<file path="src/sv/ffha_pkg.sv">
package ffha_pkg;

  localparam int DEF_ARENA_BYTES  = 16777216;
  localparam int DEF_HEADER_BYTES = 24;
  localparam int DEF_MAX_BLOCKS   = 64;

  localparam int SIZE_W = 25;
  localparam int ADDR_W = 24;

  localparam logic CMD_ALLOC   = 1'b0;
  localparam logic CMD_RELEASE = 1'b1;

  typedef struct packed {
    logic              cmd;
    logic [SIZE_W-1:0] request_size;
    logic [ADDR_W-1:0] release_address;
  } in_item_t;

  typedef struct packed {
    logic [ADDR_W-1:0] alloc_address;
    logic              success;
  } out_item_t;

  // one block table entry
  typedef struct packed {
    logic              free;
    logic [SIZE_W-1:0] size;
  } entry_t;

  typedef enum logic [3:0] {
    S_INIT,
    S_IDLE,
    S_RD,
    S_CHK,
    S_SU_RD,
    S_SU_WR,
    S_INS_WR,
    S_TAKE_WR,
    S_NX_RD,
    S_NX_CHK,
    S_SD_RD,
    S_SD_WR,
    S_MRG_WR,
    S_DONE
  } state_t;

endpackage

</file>
<file path="src/sv/ffha_ram.sv">
module ffha_ram
  #(
    parameter int WIDTH = 8,
    parameter int DEPTH = 64
  )
  (
    input  logic                     clk,
    input  logic                     we,
    input  logic [$clog2(DEPTH)-1:0] waddr,
    input  logic [WIDTH-1:0]         wdata,
    input  logic [$clog2(DEPTH)-1:0] raddr,
    output logic [WIDTH-1:0]         rdata
  );

  logic [WIDTH-1:0] mem [DEPTH];
  logic [WIDTH-1:0] rdata_r;

  always_ff @(posedge clk) begin
    if (we) begin
      mem[waddr] <= wdata;
    end
    rdata_r <= mem[raddr];
  end

  assign rdata = rdata_r;

endmodule

</file>
<file path="src/sv/first_fit_heap_allocator_unit.sv">
// Channel  Dir  Ports                            Payload
// in       in   in_valid, in_stall, in_data      cmd, request_size, release_address
// out      out  out_valid, out_stall, out_data   alloc_address, success
//
// One request at a time. A table walk reads each visited entry from the block table
// RAM, then checks it; a split moves entries up and a merge moves entries down,
// each move a read then a write. The table RAM has one registered read port.
// After reset the init state writes the initial free block; in_stall is high then.
// in_stall stays high from acceptance until the result transfer completes.
module first_fit_heap_allocator_unit
  import ffha_pkg::*;
  #(
    parameter int ARENA_BYTES  = DEF_ARENA_BYTES,
    parameter int HEADER_BYTES = DEF_HEADER_BYTES,
    parameter int MAX_BLOCKS   = DEF_MAX_BLOCKS
  )
  (
    input  logic      clk,
    input  logic      rst_n,
    input  logic      in_valid,
    output logic      in_stall,
    input  in_item_t  in_data,
    output logic      out_valid,
    input  logic      out_stall,
    output out_item_t out_data
  );

  localparam int AW = $clog2(MAX_BLOCKS);
  localparam int CW = $clog2(MAX_BLOCKS + 1);
  localparam logic [26:0]       HDR27    = 27'(HEADER_BYTES);
  localparam logic [SIZE_W-1:0] INIT_SZ  = SIZE_W'(ARENA_BYTES - HEADER_BYTES);
  localparam logic [CW-1:0]     MAX_CNT  = CW'(MAX_BLOCKS);

  state_t state_r, state_nxt;

  logic              cmd_r, cmd_nxt;
  logic [25:0]       need_r, need_nxt;          // rounded request
  logic [ADDR_W-1:0] addr_r, addr_nxt;
  logic [CW-1:0]     idx_r, idx_nxt;            // current table entry
  logic [CW-1:0]     k_r, k_nxt;                // shift pointer
  logic [CW-1:0]     count_r, count_nxt;        // live entries
  logic [25:0]       start_r, start_nxt;        // header offset of idx
  logic [SIZE_W-1:0] cur_sz_r, cur_sz_nxt;
  logic [SIZE_W-1:0] rest_r, rest_nxt;
  logic [SIZE_W-1:0] prev_sz_r, prev_sz_nxt;
  logic              prev_free_r, prev_free_nxt;
  logic              sd_last_r, sd_last_nxt;    // shift-down ends the request
  logic              out_valid_r, out_valid_nxt;
  out_item_t         out_r, out_nxt;

  logic          we;
  logic [AW-1:0] waddr, raddr;
  entry_t        wdata, rdata;

  logic [CW-1:0] idx_p1, k_m1;
  logic [26:0]   start_hdr;
  logic          alloc_hit, rel_hit, do_split, pred_merge;

  ffha_ram #(.WIDTH($bits(entry_t)), .DEPTH(MAX_BLOCKS)) u_table (
    .clk   (clk),
    .we    (we),
    .waddr (waddr),
    .wdata (wdata),
    .raddr (raddr),
    .rdata (rdata)
  );

  assign idx_p1     = idx_r + CW'(1);
  assign k_m1       = k_r - CW'(1);
  assign start_hdr  = {1'b0, start_r} + HDR27;
  assign alloc_hit  = (cmd_r == CMD_ALLOC) && rdata.free &&
                      ({1'b0, rdata.size} >= need_r);
  assign rel_hit    = (cmd_r == CMD_RELEASE) && (start_hdr == 27'(addr_r));
  assign do_split   = ({2'b0, rdata.size} > ({1'b0, need_r} + HDR27 + 27'd8)) &&
                      (count_r < MAX_CNT);
  assign pred_merge = (idx_r != '0) && prev_free_r;

  // next state
  always_comb begin
    state_nxt = state_r;
    unique case (state_r)
      S_INIT:    state_nxt = S_IDLE;
      S_IDLE: begin
        if (in_valid) begin
          if (in_data.cmd == CMD_RELEASE && in_data.release_address == '0) begin
            state_nxt = S_DONE;
          end else begin
            state_nxt = S_RD;
          end
        end
      end
      S_RD:      state_nxt = (idx_r >= count_r) ? S_DONE : S_CHK;
      S_CHK: begin
        priority if (alloc_hit) begin
          state_nxt = do_split ? S_SU_RD : S_TAKE_WR;
        end else if (rel_hit) begin
          state_nxt = S_NX_RD;
        end else begin
          state_nxt = S_RD;
        end
      end
      S_SU_RD:   state_nxt = (k_r > idx_p1) ? S_SU_WR : S_INS_WR;
      S_SU_WR:   state_nxt = S_SU_RD;
      S_INS_WR:  state_nxt = S_TAKE_WR;
      S_TAKE_WR: state_nxt = S_DONE;
      S_NX_RD:   state_nxt = (idx_p1 < count_r) ? S_NX_CHK : S_MRG_WR;
      S_NX_CHK:  state_nxt = rdata.free ? S_SD_RD : S_MRG_WR;
      S_SD_RD: begin
        if (k_r < count_r) begin
          state_nxt = S_SD_WR;
        end else begin
          state_nxt = sd_last_r ? S_DONE : S_MRG_WR;
        end
      end
      S_SD_WR:   state_nxt = S_SD_RD;
      S_MRG_WR:  state_nxt = pred_merge ? S_SD_RD : S_DONE;
      S_DONE:    state_nxt = out_stall ? S_DONE : S_IDLE;
      default:   state_nxt = S_INIT;
    endcase
  end

  // datapath and table access
  always_comb begin
    cmd_nxt       = cmd_r;
    need_nxt      = need_r;
    addr_nxt      = addr_r;
    idx_nxt       = idx_r;
    k_nxt         = k_r;
    count_nxt     = count_r;
    start_nxt     = start_r;
    cur_sz_nxt    = cur_sz_r;
    rest_nxt      = rest_r;
    prev_sz_nxt   = prev_sz_r;
    prev_free_nxt = prev_free_r;
    sd_last_nxt   = sd_last_r;
    out_valid_nxt = out_valid_r;
    out_nxt       = out_r;
    we            = 1'b0;
    waddr         = '0;
    wdata         = '0;
    raddr         = '0;
    unique case (state_r)
      S_INIT: begin
        we        = 1'b1;
        wdata     = '{free: 1'b1, size: INIT_SZ};
        count_nxt = CW'(1);
      end
      S_IDLE: begin
        if (in_valid) begin
          cmd_nxt       = in_data.cmd;
          need_nxt      = ({1'b0, in_data.request_size} + 26'd7) & ~26'd7;
          addr_nxt      = in_data.release_address;
          idx_nxt       = '0;
          start_nxt     = '0;
          prev_free_nxt = 1'b0;
          // null release: nothing to do
          if (in_data.cmd == CMD_RELEASE && in_data.release_address == '0) begin
            out_nxt       = '{alloc_address: '0, success: 1'b1};
            out_valid_nxt = 1'b1;
          end
        end
      end
      S_RD: begin
        raddr = idx_r[AW-1:0];
        if (idx_r >= count_r) begin
          out_nxt       = '{alloc_address: '0, success: 1'b0};
          out_valid_nxt = 1'b1;
        end
      end
      S_CHK: begin
        priority if (alloc_hit) begin
          out_nxt = '{alloc_address: start_hdr[ADDR_W-1:0], success: 1'b1};
          if (do_split) begin
            cur_sz_nxt = need_r[SIZE_W-1:0];
            rest_nxt   = SIZE_W'({2'b0, rdata.size} - {1'b0, need_r} - HDR27);
            k_nxt      = count_r;
          end else begin
            cur_sz_nxt = rdata.size;
          end
        end else if (rel_hit) begin
          cur_sz_nxt = rdata.size;
        end else begin
          start_nxt     = 26'(start_hdr + {2'b0, rdata.size});
          idx_nxt       = idx_p1;
          prev_sz_nxt   = rdata.size;
          prev_free_nxt = rdata.free;
        end
      end
      S_SU_RD: begin
        raddr = k_m1[AW-1:0];
      end
      S_SU_WR: begin
        we    = 1'b1;
        waddr = k_r[AW-1:0];
        wdata = rdata;
        k_nxt = k_m1;
      end
      S_INS_WR: begin
        we        = 1'b1;
        waddr     = idx_p1[AW-1:0];
        wdata     = '{free: 1'b1, size: rest_r};
        count_nxt = count_r + CW'(1);
      end
      S_TAKE_WR: begin
        we            = 1'b1;
        waddr         = idx_r[AW-1:0];
        wdata         = '{free: 1'b0, size: cur_sz_r};
        out_valid_nxt = 1'b1;
      end
      S_NX_RD: begin
        raddr = idx_p1[AW-1:0];
      end
      S_NX_CHK: begin
        if (rdata.free) begin
          cur_sz_nxt  = SIZE_W'({2'b0, cur_sz_r} + {2'b0, rdata.size} + HDR27);
          k_nxt       = idx_r + CW'(2);
          sd_last_nxt = 1'b0;
        end
      end
      S_SD_RD: begin
        raddr = k_r[AW-1:0];
        if (k_r >= count_r) begin
          count_nxt = count_r - CW'(1);
          if (sd_last_r) begin
            out_nxt       = '{alloc_address: '0, success: 1'b1};
            out_valid_nxt = 1'b1;
          end
        end
      end
      S_SD_WR: begin
        we    = 1'b1;
        waddr = k_m1[AW-1:0];
        wdata = rdata;
        k_nxt = k_r + CW'(1);
      end
      S_MRG_WR: begin
        we = 1'b1;
        if (pred_merge) begin
          // fold into the free predecessor, then drop this entry
          waddr       = AW'(idx_r - CW'(1));
          wdata       = '{free: 1'b1,
                          size: SIZE_W'({2'b0, prev_sz_r} + {2'b0, cur_sz_r} + HDR27)};
          k_nxt       = idx_p1;
          sd_last_nxt = 1'b1;
        end else begin
          waddr         = idx_r[AW-1:0];
          wdata         = '{free: 1'b1, size: cur_sz_r};
          out_nxt       = '{alloc_address: '0, success: 1'b1};
          out_valid_nxt = 1'b1;
        end
      end
      S_DONE: begin
        if (!out_stall) begin
          out_valid_nxt = 1'b0;
        end
      end
      default: begin
        out_valid_nxt = 1'b0;
      end
    endcase
  end

  always_ff @(posedge clk) begin
    if (!rst_n) begin
      state_r     <= S_INIT;
      count_r     <= '0;
      out_valid_r <= 1'b0;
    end else begin
      state_r     <= state_nxt;
      count_r     <= count_nxt;
      out_valid_r <= out_valid_nxt;
    end
  end

  always_ff @(posedge clk) begin
    cmd_r       <= cmd_nxt;
    need_r      <= need_nxt;
    addr_r      <= addr_nxt;
    idx_r       <= idx_nxt;
    k_r         <= k_nxt;
    start_r     <= start_nxt;
    cur_sz_r    <= cur_sz_nxt;
    rest_r      <= rest_nxt;
    prev_sz_r   <= prev_sz_nxt;
    prev_free_r <= prev_free_nxt;
    sd_last_r   <= sd_last_nxt;
    out_r       <= out_nxt;
  end

  assign in_stall  = (state_r != S_IDLE);
  assign out_valid = out_valid_r;
  assign out_data  = out_r;

`ifndef SYNTHESIS
  a_valid_in_done: assert property (@(posedge clk) disable iff (!rst_n)
    out_valid_r |-> state_r == S_DONE)
    else $error("result valid outside done state");
  a_count_range: assert property (@(posedge clk) disable iff (!rst_n)
    state_r != S_INIT |-> (count_r != '0) && (count_r <= MAX_CNT))
    else $error("block count out of range");
  a_fail_addr_zero: assert property (@(posedge clk) disable iff (!rst_n)
    (out_valid_r && !out_r.success) |-> out_r.alloc_address == '0)
    else $error("failed request carries an address");
  a_walk_bound: assert property (@(posedge clk) disable iff (!rst_n)
    state_r == S_CHK |-> idx_r < count_r)
    else $error("table check beyond live entries");
`endif

endmodule
</file>
<file path="config.mk">
export PLATFORM = sky130hd
export DESIGN_NAME = first_fit_heap_allocator_unit
export DESIGN_NICKNAME = d
export VERILOG_FILES = /design/src/sv/ffha_pkg.sv /design/src/sv/ffha_ram.sv /design/src/sv/first_fit_heap_allocator_unit.sv
export SDC_FILE = /design/constraint.sdc
export NUM_CORES = 2
export LEC_CHECK = 0
export ABC_AREA = 1
export BUFFER_PORTS_ARGS = -buffer_cell sky130_fd_sc_hd__buf_4
export CELL_PAD_IN_SITES_DETAIL_PLACEMENT = 1
export CELL_PAD_IN_SITES_GLOBAL_PLACEMENT = 2
export CORE_ASPECT_RATIO = 1.75
export CORE_UTILIZATION = 43
export DETAILED_ROUTE_END_ITERATION = 10
export PLACE_DENSITY = 0.91
export SYNTH_ARGS = -nofsm -noshare
export SYNTH_HDL_FRONTEND = slang
export SYNTH_HIERARCHICAL = 1
export SYNTH_SLANG_ARGS = --single-unit
</file>
<file path="constraint.sdc">
create_clock -name clk -period 6.3 [get_ports clk]
set_clock_uncertainty 0.05 [all_clocks]
set_input_delay 1.26 -clock clk [delete_from_list [all_inputs] [get_ports clk]]
set_output_delay 1.26 -clock clk [all_outputs]
set_load 0.01 [all_outputs]
</file>
==> results.md <==
| Parameter | Value | Unit |
|---|---|---|
| Status | finished clean | - |
| Fmax | 0.199 | GHz |
| Data arrival, critical path | 5.64 | ns |
| Clock group share of total power | 21.1 | % |
| Yosys warnings | 6 | - |
| Number of clock buffers inserted by TritonCTS | 181 | - |
| Top cell family by delay on the critical path | simple AND/OR/NAND/NOR gates | - |
| Kind of end point of the critical path | flop | - |
| Crit. Startpoint | state_r[2]$_SDFFE_PN0N_ | - |
| Commonest non-fill, non-tap cell in the layout | sky130_fd_sc_hd__nand2_1 | - |
| Peak ir drop on the vdd network | 0.364 | mV |
| # clock sinks | 1,892 | - |
| Path depth of the worst reg2reg path | 16 | - |
| Final period utilization | 79.6 | % |
| Clock Tree Buf Depth | 4 | - |
| Reg-to-Reg Start | state_r[2]$_SDFFE_PN0N_ | - |
| Worst reg2reg endpoint | u_table/rdata[11]$_DFF_P_ | - |
| Slowest cell delay on critical path | 0.52 | ns |
| Post-Synthesis Cell Area | 86,900 | µm² |
| Setup slack at placement | 1.48 | ns |
| Worst slew slack as a fraction of its limit | 3.54 | % |
| Number of vias per cell | 5.81 | - |
| Cells after Synth | 8,147 | - |
| Routed wire length | 308 | mm |
| Type of origin of the critical path | flop | - |
| Leak Pwr | 0.0361 | µW |
| Number of enable-type register cells in the synthesized netlist | 1,854 | - |
| Routability congestion estimate from global placement | 0.961 | - |
| Insertion delay of the later-clocked pin in the worst-skew pair | 0.86 | ns |
| Top_reg_cell synth | sky130_fd_sc_hd__edfxtp_1 | - |
| Most common cell on crit path | sky130_fd_sc_hd__nand2_1 | - |
| Syn Nets | 8,455 | - |
| Synthesis-to-layout area growth | 11.3 | % |
| Number of rows in the core area | 218 | - |
| Crit-path cells | nor2_1 -> nand2_1 -> nor2_1 -> clkinv_1 -> o22ai_1 -> a221o_4 -> inv_16 -> buf_4 -> nand2_1 -> nand3_1 -> nand3_1 -> nand2_1 -> nand2_1 -> nand3_1 -> nand3_1 -> nand2_1 | - |
| Worst Hold Slack | 0.484 | ns |
| Count of nets after finishing | 8,505 | - |
| Leading cell types in the layout, fill and taps excluded | sky130_fd_sc_hd__nand2_1, sky130_fd_sc_hd__edfxtp_1, sky130_fd_sc_hd__nand3_1, sky130_fd_sc_hd__inv_1, sky130_fd_sc_hd__nor2_1 | - |
| Register-to-register setup slack | 1.29 | ns |
| Fraction of power spent switching nets | 44.5 | % |
| Die Width | 342 | µm |
| Max capacitance violation total | 0 | - |
| Shortest clock period the worst path allows after layout | 5.01 | ns |
| Total Neg Setup Slack | 0 | ns |
| Share of synthesized flip-flops with an asynchronous set or reset | 0 | % |
| Power density over cell area | 549 | nW/µm² |
| H-tree depth reported by CTS | 4 | - |
| Buffers inserted by post-CTS timing repair | 0 | - |
| Highest fanout seen on the critical path | 178 | - |
| Average wire per standard cell | 28.1 | µm |
| Antenna-violating nets left | 0 | - |
| CTS-repair resized insts | 0 | - |
| Maximum number of pins on one net before global-route repair | 179 | - |
| Die Area | 204,000 | µm² |
| Worst setup path class | flop to flop | - |
| Crit path to | u_table/rdata[11]$_DFF_P_ | - |
| WP buf/inv | 3 | - |
| Number of primary I/O pins | 81 | - |
| Wire length of the first global-routing pass | 446 | mm |
| Worst path slowest cell | sky130_fd_sc_hd__clkinv_1 | - |
| Count of different cell masters after synthesis | 61 | - |
| Remaining global-route overflow | 0 | - |
| Number of pins with negative max-slew slack in the final report | 0 | - |
| Worst Max-Slew Pin Slew | 1.44 | ns |
| Sequential Power Share | 34.3 | % |
| Net switching power | 23,600 | µW |
| Share of cells above drive strength 1 | 8.25 | % |
| Core Box Area | 201,000 | µm² |
| Vertical extent of the die | 597 | µm |
| Unrepaired setup endpoints after global routing | no | - |
| Total number of vias | 63,844 | - |
| Cell chosen for the clock root | sky130_fd_sc_hd__clkbuf_16 | - |
| Synthesized flop and latch total | 1,892 | - |
| Effective utilization at floorplan | 43.2 | % |
| Clock transition at path regs | 0.07 | ns |
| Detailed Route Iter0 Violations | 4,927 | - |
| Hold crit path type | flop to flop | - |
| Count of input and output buffers | 80 | - |
| DRC errors left | 0 | - |
| Finish-stage setup viols | 0 | - |
| TritonCTS clock tree | done | - |
| Fraction of the yosys area taken by sequential cells | 64.9 | % |
| Cell internal pwr | 29,500 | µW |
| Count of cells along the worst hold path | 2 | - |
| Vias in the first global route | 68,813 | - |
| Post-synthesis average cell area | 10.7 | µm² |
| Combinational share of power | 44.6 | % |
| Number of logic stages on the critical path including buffering | 16 | - |
| Critical Path RT | 6.93 | ns |
| Global routing usage summed across all routing layers | 30.0 | % |
| Number of antenna violations at the first check in global routing | 8 | - |
| Setup ws final | 1.29 | ns |
| Total half-perimeter wirelength after legalization and detailed placement | 201 | mm |
| Count of hold buffers inserted by post-cts repair | 0 | - |
| Total count of hold-check failures in the final report | 0 | - |
| Detailed-router iteration count before antenna repair | 5 | - |
[worst min-delay path: cells and delay by family (launching register included)]
family          cells  cell delay, ns
flops               1            0.34
compound gates      2            0.15
[worst min path at each step]
stage                                   startpoint                      end  slack (ns)
after floorplan           u_table/rdata[4]$_DFF_P_   prev_sz_r[4]$_DFFE_PP_        0.41
after global placement     count_r[6]$_SDFFE_PN0P_  count_r[6]$_SDFFE_PN0P_        0.46
after detailed placement   count_r[6]$_SDFFE_PN0P_  count_r[6]$_SDFFE_PN0P_        0.47
after CTS                   out_valid$_SDFFE_PN0P_   out_valid$_SDFFE_PN0P_        0.48
after global routing       count_r[6]$_SDFFE_PN0P_  count_r[6]$_SDFFE_PN0P_        0.50
final                       out_valid$_SDFFE_PN0P_   out_valid$_SDFFE_PN0P_        0.48
[state kept, by name, summed over array words and instances, names as in the netlist, 24 cells and up]
signal,count
prev_sz_r,25
out_data,25
addr_r,24
cur_sz_r,25
u_table/mem,1664
u_table/rdata,26
rest_r,25
start_r,26
[synthesized netlist by cell type, drive strengths merged, types with 13 or more instances]
cell     number  area (µm²)
nand3      1556        7840
nor4         20         125
inv         350        1320
dfxtp        38         761
nor2        336        1360
buf         319        2010
o21ai       125         641
nand2      2665       10000
a21oi       200        1000
xnor2        29         254
o2111ai      13         114
nor3         51         275
ha          249        3120
edfxtp     1854       55700
o211ai       15         113
xor2         77         674
nand4        51         325
clkbuf       77         289
[logic make-up (layout without fill, tap and decap cells)]
| group | count (synthesis) | after routing | share of synthesized area [%] |
|---|---|---|---|
| AO/OA/AOI/OAI | 444 | 444 | 2.95 |
| XOR/XNOR | 106 | 106 | 1.07 |
| adder cells (fa/ha/maj) | 254 | 254 | 3.70 |
| buffers and inverters | 752 | 944 | 4.19 |
| flip-flops | 1892 | 1892 | 64.9 |
| other | 0 | 4 | 0 |
| AND/OR/NAND/NOR | 4699 | 4699 | 23.1 |
[power groups by stage]
stage | clock (µW) | sequential, µW | combinational (µW)
detailed placement | 0 | 18500 | 23200
global placement | 0 | 18400 | 22600
finish | 11200 | 18200 | 23700
CTS | 11400 | 18200 | 23400
global route | 11700 | 18300 | 25100
floorplan | 0 | 18600 | 13100
[final cells by class]
class                           count  area (µm²)
Antenna cell                        4        10.0
Clock buffer                      213        4700
Clock inverter                    112        1220
Fill cell                       21436      104000
Inverter                          356        1380
Multi-Input combinational cell   5503       27400
Sequential cell                  1892       56400
Tap cell                         2640        3300
Timing Repair Buffer              263        2250
[stage by stage]
step / instances / utilization, % / cell area (µm²) / total power (µW)
3_3_place_gp: 10654 / 45.2 / 90800 / 41000
2_1_floorplan: 8147 / - / 86900 / 31600
4_1_cts: 10979 / 48.1 / 96700 / 53000
5_1_grt: 10980 / 48.1 / 96700 / 55100
6_report: 10983 / 48.1 / 96700 / 53100
3_5_place_dp: 10654 / 45.2 / 90800 / 41700
[layer usage]
layer,up-vias,GRT usage [%],share of wire [%]
li1,28453,-,-
met1,32310,29.5,32
met2,2163,54.5,52
met3,918,3.30,4.7
met4,0,27.5,11
met5,-,0,0
Note: power is estimated with default switching activity, not from simulation.
